===== src/hdl/b64d_pkg.sv =====
// Shared types, constants and the character map for the base64 stream decoder.
`timescale 1ns / 1ps

package b64d_pkg;

   // Default depth of the queue between the front and back parts
   localparam int B64D_QUEUE_DEPTH = 4;

   // Alphabet boundaries and special characters
   localparam logic [7:0] CHAR_UPPER_A = 8'h41;
   localparam logic [7:0] CHAR_UPPER_Z = 8'h5A;
   localparam logic [7:0] CHAR_LOWER_A = 8'h61;
   localparam logic [7:0] CHAR_LOWER_Z = 8'h7A;
   localparam logic [7:0] CHAR_DIGIT_0 = 8'h30;
   localparam logic [7:0] CHAR_DIGIT_9 = 8'h39;
   localparam logic [7:0] CHAR_PLUS    = 8'h2B;
   localparam logic [7:0] CHAR_SLASH   = 8'h2F;

   // Sextet offsets of the lower-case and digit ranges
   localparam logic [5:0] SEXTET_LOWER_BASE = 6'd26;
   localparam logic [5:0] SEXTET_DIGIT_BASE = 6'd52;
   localparam logic [5:0] SEXTET_PLUS       = 6'd62;
   localparam logic [5:0] SEXTET_SLASH      = 6'd63;

   // Result of mapping one character
   typedef struct packed {
      logic       ok;
      logic [5:0] value;
   } b64d_sextet_type;

   // One queue entry: up to three bytes, most significant first
   typedef struct packed {
      logic [23:0] bytes;
      logic [1:0]  count;   // results to emit, 1 to 3
      logic        bare;    // end marker without a byte
      logic        last;    // final result carries message_end
   } b64d_entry_type;

   // Queue status seen by both sides
   typedef struct packed {
      logic full;
      logic empty;
   } b64d_qstat_type;

   // Map an ASCII character to its 6-bit value; '=' and all others are not ok
   function automatic b64d_sextet_type b64d_sextet(input logic [7:0] ch);
      b64d_sextet_type s;
      s.ok    = 1'b1;
      s.value = '0;
      if (ch inside {[CHAR_UPPER_A:CHAR_UPPER_Z]}) begin
         s.value = 6'(ch - CHAR_UPPER_A);
      end else if (ch inside {[CHAR_LOWER_A:CHAR_LOWER_Z]}) begin
         s.value = 6'(ch - CHAR_LOWER_A) + SEXTET_LOWER_BASE;
      end else if (ch inside {[CHAR_DIGIT_0:CHAR_DIGIT_9]}) begin
         s.value = 6'(ch - CHAR_DIGIT_0) + SEXTET_DIGIT_BASE;
      end else if (ch == CHAR_PLUS) begin
         s.value = SEXTET_PLUS;
      end else if (ch == CHAR_SLASH) begin
         s.value = SEXTET_SLASH;
      end else begin
         s.ok = 1'b0;
      end
      return s;
   endfunction

endpackage


===== src/hdl/b64d_front.sv =====
// Front part: accepts characters, tracks the group and builds queue entries.
`timescale 1ns / 1ps

module b64d_front (
   input  logic                    clock,
   input  logic                    reset,
   input  logic                    req_valid,
   output logic                    req_stall,
   input  logic [7:0]              req_char_in,
   input  logic                    req_end_of_message,
   input  b64d_pkg::b64d_qstat_type qstat,
   output logic                    push,
   output b64d_pkg::b64d_entry_type entry
);
   import b64d_pkg::*;

   logic [1:0]      group_count_ff, group_count_in;
   logic [17:0]     accum_ff, accum_in;
   logic            stopped_ff, stopped_in;
   b64d_sextet_type sx;
   logic            accept;
   logic [1:0]      n_bytes;

   assign req_stall = qstat.full;
   assign accept    = req_valid && !qstat.full;
   assign sx        = b64d_sextet(req_char_in);

   // Next group state and the bytes this character releases
   always_comb begin
      group_count_in = group_count_ff;
      accum_in       = accum_ff;
      stopped_in     = stopped_ff;
      n_bytes        = 2'd0;
      entry.bytes    = '0;
      if (!stopped_ff) begin
         if (!sx.ok) begin
            stopped_in = 1'b1;
         end else if (group_count_ff == 2'd3) begin
            entry.bytes    = {accum_ff, sx.value};
            n_bytes        = 2'd3;
            group_count_in = 2'd0;
            accum_in       = '0;
         end else begin
            accum_in       = {accum_ff[11:0], sx.value};
            group_count_in = group_count_ff + 2'd1;
         end
      end
      // Flush a partial group at message end
      if (req_end_of_message) begin
         if (group_count_in == 2'd2) begin
            entry.bytes = {accum_in[11:4], 16'h0000};
            n_bytes     = 2'd1;
         end else if (group_count_in == 2'd3) begin
            entry.bytes = {accum_in[17:10], accum_in[9:2], 8'h00};
            n_bytes     = 2'd2;
         end
         group_count_in = 2'd0;
         accum_in       = '0;
         stopped_in     = 1'b0;
      end
      entry.bare  = (n_bytes == 2'd0);
      entry.count = (n_bytes == 2'd0) ? 2'd1 : n_bytes;
      entry.last  = req_end_of_message;
   end

   assign push = accept && ((n_bytes != 2'd0) || req_end_of_message);

   // Group state registers
   always_ff @(posedge clock) begin
      if (reset) begin
         group_count_ff <= 2'd0;
         accum_ff       <= '0;
         stopped_ff     <= 1'b0;
      end else if (accept) begin
         group_count_ff <= group_count_in;
         accum_ff       <= accum_in;
         stopped_ff     <= stopped_in;
      end
   end

endmodule


===== src/hdl/b64d_queue.sv =====
// Short register queue of byte groups between the front and back parts.
`timescale 1ns / 1ps

module b64d_queue #(
   parameter int DEPTH = b64d_pkg::B64D_QUEUE_DEPTH
) (
   input  logic                     clock,
   input  logic                     reset,
   input  logic                     push,
   input  b64d_pkg::b64d_entry_type push_entry,
   input  logic                     pop,
   output b64d_pkg::b64d_entry_type head,
   output b64d_pkg::b64d_qstat_type qstat
);
   import b64d_pkg::*;

   localparam int PTR_W = (DEPTH > 1) ? $clog2(DEPTH) : 1;
   localparam int CNT_W = $clog2(DEPTH + 1);
   localparam logic [PTR_W-1:0] LAST_PTR = PTR_W'(DEPTH - 1);
   localparam logic [CNT_W-1:0] FULL_CNT = CNT_W'(DEPTH);

   b64d_entry_type   slot_ff [DEPTH];
   logic [PTR_W-1:0] wr_ptr_ff, wr_ptr_in;
   logic [PTR_W-1:0] rd_ptr_ff, rd_ptr_in;
   logic [CNT_W-1:0] count_ff, count_in;
   logic             do_push, do_pop;

   assign qstat.full  = (count_ff == FULL_CNT);
   assign qstat.empty = (count_ff == '0);
   assign do_push     = push && !qstat.full;
   assign do_pop      = pop && !qstat.empty;
   assign head        = slot_ff[rd_ptr_ff];

   // Pointer and fill count update
   always_comb begin
      wr_ptr_in = wr_ptr_ff;
      rd_ptr_in = rd_ptr_ff;
      count_in  = count_ff;
      if (do_push) begin
         wr_ptr_in = (wr_ptr_ff == LAST_PTR) ? '0 : wr_ptr_ff + 1'b1;
      end
      if (do_pop) begin
         rd_ptr_in = (rd_ptr_ff == LAST_PTR) ? '0 : rd_ptr_ff + 1'b1;
      end
      if (do_push && !do_pop) begin
         count_in = count_ff + 1'b1;
      end else if (do_pop && !do_push) begin
         count_in = count_ff - 1'b1;
      end
   end

   always_ff @(posedge clock) begin
      if (reset) begin
         wr_ptr_ff <= '0;
         rd_ptr_ff <= '0;
         count_ff  <= '0;
      end else begin
         wr_ptr_ff <= wr_ptr_in;
         rd_ptr_ff <= rd_ptr_in;
         count_ff  <= count_in;
      end
   end

   // Entry storage, no reset needed
   always_ff @(posedge clock) begin
      if (do_push) begin
         slot_ff[wr_ptr_ff] <= push_entry;
      end
   end

endmodule


===== src/hdl/b64d_back.sv =====
// Back part: splits queued groups into single bytes behind an output register.
`timescale 1ns / 1ps

module b64d_back (
   input  logic                     clock,
   input  logic                     reset,
   input  b64d_pkg::b64d_entry_type head,
   input  b64d_pkg::b64d_qstat_type qstat,
   output logic                     pop,
   output logic                     rsp_valid,
   input  logic                     rsp_stall,
   output logic [7:0]               rsp_data_byte,
   output logic                     rsp_byte_valid,
   output logic                     rsp_message_end
);
   import b64d_pkg::*;

   logic [1:0] idx_ff, idx_in;
   logic       valid_ff, valid_in;
   logic [7:0] data_ff, data_in;
   logic       bvalid_ff, bvalid_in;
   logic       mend_ff, mend_in;
   logic       can_load, take, at_end;

   assign can_load = !valid_ff || !rsp_stall;
   assign take     = can_load && !qstat.empty;
   assign at_end   = (idx_ff == head.count - 2'd1);
   assign pop      = take && at_end;

   // Select the next byte of the head group
   always_comb begin
      idx_in    = idx_ff;
      valid_in  = valid_ff;
      data_in   = data_ff;
      bvalid_in = bvalid_ff;
      mend_in   = mend_ff;
      if (take) begin
         valid_in  = 1'b1;
         bvalid_in = !head.bare;
         mend_in   = head.last && at_end;
         case (idx_ff)
            2'd0:    data_in = head.bytes[23:16];
            2'd1:    data_in = head.bytes[15:8];
            default: data_in = head.bytes[7:0];
         endcase
         idx_in = at_end ? 2'd0 : idx_ff + 2'd1;
      end else if (can_load) begin
         valid_in = 1'b0;
      end
   end

   always_ff @(posedge clock) begin
      if (reset) begin
         idx_ff   <= 2'd0;
         valid_ff <= 1'b0;
      end else begin
         idx_ff   <= idx_in;
         valid_ff <= valid_in;
      end
   end

   // Output payload, no reset needed
   always_ff @(posedge clock) begin
      data_ff   <= data_in;
      bvalid_ff <= bvalid_in;
      mend_ff   <= mend_in;
   end

   assign rsp_valid       = valid_ff;
   assign rsp_data_byte   = data_ff;
   assign rsp_byte_valid  = bvalid_ff;
   assign rsp_message_end = mend_ff;

endmodule


===== src/hdl/base64_stream_decoder.sv =====
// Top level of the base64 stream decoder: front, queue and back parts.
//
//  channel | direction | ports                                        | handshake
//  req     | in        | req_char_in, req_end_of_message              | req_valid / req_stall
//  rsp     | out       | rsp_data_byte, rsp_byte_valid, rsp_message_end | rsp_valid / rsp_stall
//
// One character is taken per cycle while req_stall is low; it leaves its bytes
// in the queue and the back part sends one byte per cycle while rsp_stall is
// low. A result passes through a queue slot and then the output register.
// req_stall rises only when the queue is full, set by a stalled result side.
// Reset is synchronous and empties the queue and clears the group state.
`timescale 1ns / 1ps

module base64_stream_decoder #(
   parameter int QUEUE_DEPTH = b64d_pkg::B64D_QUEUE_DEPTH
) (
   input  logic       clock,
   input  logic       reset,
   input  logic       req_valid,
   output logic       req_stall,
   input  logic [7:0] req_char_in,
   input  logic       req_end_of_message,
   output logic       rsp_valid,
   input  logic       rsp_stall,
   output logic [7:0] rsp_data_byte,
   output logic       rsp_byte_valid,
   output logic       rsp_message_end
);
   import b64d_pkg::*;

   b64d_entry_type push_entry, head;
   b64d_qstat_type qstat;
   logic           push, pop;

   b64d_front u_front (
      .clock              (clock),
      .reset              (reset),
      .req_valid          (req_valid),
      .req_stall          (req_stall),
      .req_char_in        (req_char_in),
      .req_end_of_message (req_end_of_message),
      .qstat              (qstat),
      .push               (push),
      .entry              (push_entry)
   );

   b64d_queue #(
      .DEPTH (QUEUE_DEPTH)
   ) u_queue (
      .clock      (clock),
      .reset      (reset),
      .push       (push),
      .push_entry (push_entry),
      .pop        (pop),
      .head       (head),
      .qstat      (qstat)
   );

   b64d_back u_back (
      .clock           (clock),
      .reset           (reset),
      .head            (head),
      .qstat           (qstat),
      .pop             (pop),
      .rsp_valid       (rsp_valid),
      .rsp_stall       (rsp_stall),
      .rsp_data_byte   (rsp_data_byte),
      .rsp_byte_valid  (rsp_byte_valid),
      .rsp_message_end (rsp_message_end)
   );

endmodule


===== config.mk =====
export PLATFORM = sky130hd
export DESIGN_NAME = base64_stream_decoder
export DESIGN_NICKNAME = d
export VERILOG_FILES = /design/src/hdl/b64d_pkg.sv /design/src/hdl/b64d_front.sv /design/src/hdl/b64d_queue.sv /design/src/hdl/b64d_back.sv /design/src/hdl/base64_stream_decoder.sv
export SDC_FILE = /design/constraint.sdc
export NUM_CORES = 1
export LEC_CHECK = 0
export BUFFER_PORTS_ARGS = -buffer_cell sky130_fd_sc_hd__clkbuf_2
export CAP_MARGIN = 25
export CELL_PAD_IN_SITES_DETAIL_PLACEMENT = 1
export CELL_PAD_IN_SITES_GLOBAL_PLACEMENT = 2
export CORE_ASPECT_RATIO = 1.2
export CORE_MARGIN = 3
export CORE_UTILIZATION = 25
export DETAILED_ROUTE_END_ITERATION = 10
export GPL_TIMING_DRIVEN = 0
export PLACE_DENSITY_LB_ADDON = 0.08
export SYNTH_ARGS = -nofsm -noshare
export SYNTH_HDL_FRONTEND = slang
export SYNTH_SLANG_ARGS = --single-unit

===== constraint.sdc =====
create_clock -name clock -period 5.48 [get_ports clock]
set_clock_uncertainty 0.15 [all_clocks]
set_input_delay 1.096 -clock clock [delete_from_list [all_inputs] [get_ports clock]]
set_output_delay 1.096 -clock clock [all_outputs]
set_load 0.01 [all_outputs]

==> out/metrics.csv <==
stage,metric,value,unit
cts,postcts setup bufs,0,
sta,"Period Utilization, post-route",82.5,%
finish,Nets,559,
sta,Setup WS post-layout,0.956,ns
route,Post-route DRC,0,
global_routing,Overall Global Routing Usage,13.4,%
finish,FILL cells,2894,
critical_path,worst-path cell chain,clkbuf_2 > inv_1 > ha_1 > a21oi_1 > a31oi_1 > a221o_1 > buf_2 > a21oi_2 > buf_4 > a21o_1 > and2_1 > ha_1 > inv_1 > fa_1 > xor2_1 > or3_1 > a21oi_1,
finish,ANT cells,0,
place,dpl ws,0.482,ns
place,IO Port Bufs,21,
cts,CTS resizes,0,
sta,actual slew at the worst max-slew pin,0.899,ns
cts,Hold Buf Count CTS,0,
synthesis,Post-synth EDFFs,122,
route,wire per inst,21.6,um
synthesis,Avg Synthesized Cell Area,14.3,um2
global_routing,grt ovf,0,
outcome,status,completed,
route,top layer reached by signal wires,met4,
flow_run,max cap viols,0,
synthesis,Most used DFF post-synth,edfxtp_1,
sta,Fin. Hold Viols,0,
critical_path,Critical Path RT,5.68,ns
critical_path,Top Family by Delay on Critical Path,compound AO/OA/AOI/OAI gates,
place,dpl hpwl,13100,um
synthesis,Synth Area in Adders,3.54,%
die,Rows,66,
cts,Num CTS Buffers,17,
sta,fmax,221,MHz
global_routing,vias in the first global route,4552,
cts,later-pin clock latency in the skew report,0.42,ns
cts,Root Driver,clkbuf_16,
synthesis,post-synthesis mux area share,10.3,%
synthesis,Synth async-reset ratio,0,%
die,die width,158,um
power,Power per Cell Area,406,mW/mm2
synthesis,post-synth cell types,60,
synthesis,Mapped Cells,485,
finish,layout overhead on the synthesized area,16.4,%
synthesis,Simple-Gate Fraction of Synth Area,8.51,%
power,Worst VDD drop,0.000132,V
critical_path,Worst EP arrival,4.72,ns
global_routing,first-pass GRT wire length,29100,um
finish,share of cells above drive strength 1,20.0,%
cts,Sink Count,155,
critical_path,CP bufs+invs,5,
synthesis,largest area contributor in the netlist,edfxtp_1,
die,Initial Utilization,25.5,%
die,die area,0.0297,mm2
synthesis,Synth Area in Compound Gates,11.0,%
critical_path,CP max FO,10,
die,Die Height,188,um
sta,Tmin final,4.52,ns
global_routing,initial antenna violation count,0,
synthesis,most common cell in the netlist,edfxtp_1,
route,Antenna Nets Post-Route,0,
route,WL met1,8350,um
synthesis,Synthesized Nets,517,
cts,clock buffer depth,2,
die,num ports,25,
synthesis,top cell type's share of synthesized area,52.9,%
cts,CTS tree,done,
die,Core Region,0.0272,mm2
route,TritonRoute pass-1 iters,4,
route,Vias/cell,4.74,
route,final wirelength,19000,um
critical_path,Critical-path top delay cell,a221o_1,
route,met2 WL,10100,um
synthesis,Syn Std Cell Area,0.00692,mm2
route,routed length on met3,324,um
synthesis,synth top area cells,"edfxtp_1 (53%), dfxtp_1 (9.5%), mux4_2 (9.1%), ha_1 (3.3%), a22oi_1 (2.9%)",
cts,H-tree Lvls,4,
global_routing,pin count of the biggest net entering global routing,29,
route,Initial DRC Count,169,
critical_path,CP Class,input port to flip-flop,
synthesis,"Seq/Total Area, Yosys",62.5,%
synthesis,Ys Warns,0,
cts,"CTS clk-pin slew, worst paths",0.06,ns
sta,Min Hold Slack,0.320,ns
synthesis,xor/xnor cell area share of the yosys netlist,0.886,%
sta,endpoints failing setup,0,
critical_path,Worst setup SP type,input port,
sta,Final TNS setup,0,ns
sta,max-slew violations,0,
synthesis,Synth top cells by count,"edfxtp_1 (122), nor2_1 (37), dfxtp_1 (33), mux4_2 (28), a22oi_1 (27)",
power,Leak Pwr,2.82,nW
sta,slew margin rel.,40.0,%
synthesis,Seq cells post-synth,155,
sta,RSZ-0062 raised after global routing,no,
place,gp weighted congestion,0.771,
critical_path,CP Capture Type,flip-flop,
hold_path,HP Class,flip-flop to flip-flop,
route,via count,4167,
critical_path,CP max stage delay,0.42,ns
synthesis,main combinational cell family by area after synthesis,compound AO/OA/AOI/OAI gates,
-- cells in the final DEF, fill, tap and decap left out, types with 5 or more instances in the layout --
cell       instances
edfxtp_1         122
dfxtp_1           33
mux4_2            28
a21oi_1           18
inv_1             24
clkbuf_1          12
o21ai_0           19
clkbuf_2          22
nand3b_1           6
nand3_1            5
a22oi_1           27
xnor2_1            5
nor3b_1            6
nor2_1            37
nand2_1           17
mux2i_1            6
buf_2              8
and2_1            10
clkbuf_16         17
nor2b_1            7
a22o_1             8
ha_1              18
-- cell type report --
cell class / instances / area, um2 / share of cell area (%)
timing repair buffer: 23 / 145 / 1.80
multi-input combinational: 278 / 2380 / 29.5
clock buffer: 18 / 429 / 5.33
clock inverter: 13 / 128 / 1.58
sequential: 155 / 4320 / 53.7
buffer: 27 / 131 / 1.63
inverter: 25 / 93.8 / 1.16
tap: 340 / 425 / 5.28
-- worst reg2reg max path, cell delays in order, from the launching register on --
cell	delay [ns]
dfxtp_1	0.31
buf_4	0.23
mux4_2	0.57
xnor2_1	0.19
mux2i_1	0.34
nand2_1	0.21
ha_1	0.32
inv_1	0.07
fa_1	0.17
xor2_1	0.09
or3_1	0.31
a21oi_1	0.13
-- layer usage --
| metal | vias to the layer above | track usage, % |
|---|---|---|
| met5 | - | 0 |
| met4 | 0 | 3.44 |
| li1 | 1946 | - |
| met2 | 45 | 23.6 |
| met1 | 2166 | 16.9 |
| met3 | 10 | 2.37 |
-- worst paths after layout --
| check | from | endpoint | slack, ns | depth (start not counted) |
|---|---|---|---|---|
| min reg2reg | u_back.rsp_valid | u_back.rsp_valid | 0.32 | 2 |
| max | req_char_in[2] | u_queue.count_ff[2] | 0.96 | 17 |
| min | u_back.rsp_valid | u_back.rsp_valid | 0.32 | 2 |
| max reg2reg | flip-flop | u_queue.count_ff[2] | 2.31 | 11 |
-- where the power goes --
group,internal (mW),switching [mW],total [mW]
combinational,0.280,0.440,0.720
sequential,1.38,0.0382,1.42
clock,0.663,0.471,1.13
-- state kept, by name, indices dropped and copies added (netlist names), 2 cells and up, named ones only --
name,count
u_queue.slot_ff,112
u_front.accum_ff,18
u_back.rsp_data_byte,8
u_queue.count_ff,3
u_back.idx_ff,2
u_front.group_count_ff,2
u_queue.rd_ptr_ff,2
u_queue.wr_ptr_ff,2
-- kinds of logic (layout without fill, tap and decap cells) --
logic type      count (synthesis)  in the layout
compound gates                106            106
xor+xnor                        7              7
fa+ha+maj                      19             19
buf+inv                        52            106
flops                         155            155
mux                            35             35
simple gates                  111            111
-- stage by stage --
step	area (um2)	power [mW]	util (%)	std cells
after CTS	8060	3.35	29.6	879
after floorplan	6920	1.91	-	485
final	8060	3.27	29.6	879
after detailed placement	7500	2.20	27.6	848
after global routing	8060	3.46	29.6	879
after global placement	7450	2.19	27.4	846
Power figures use the tool's default switching activity.
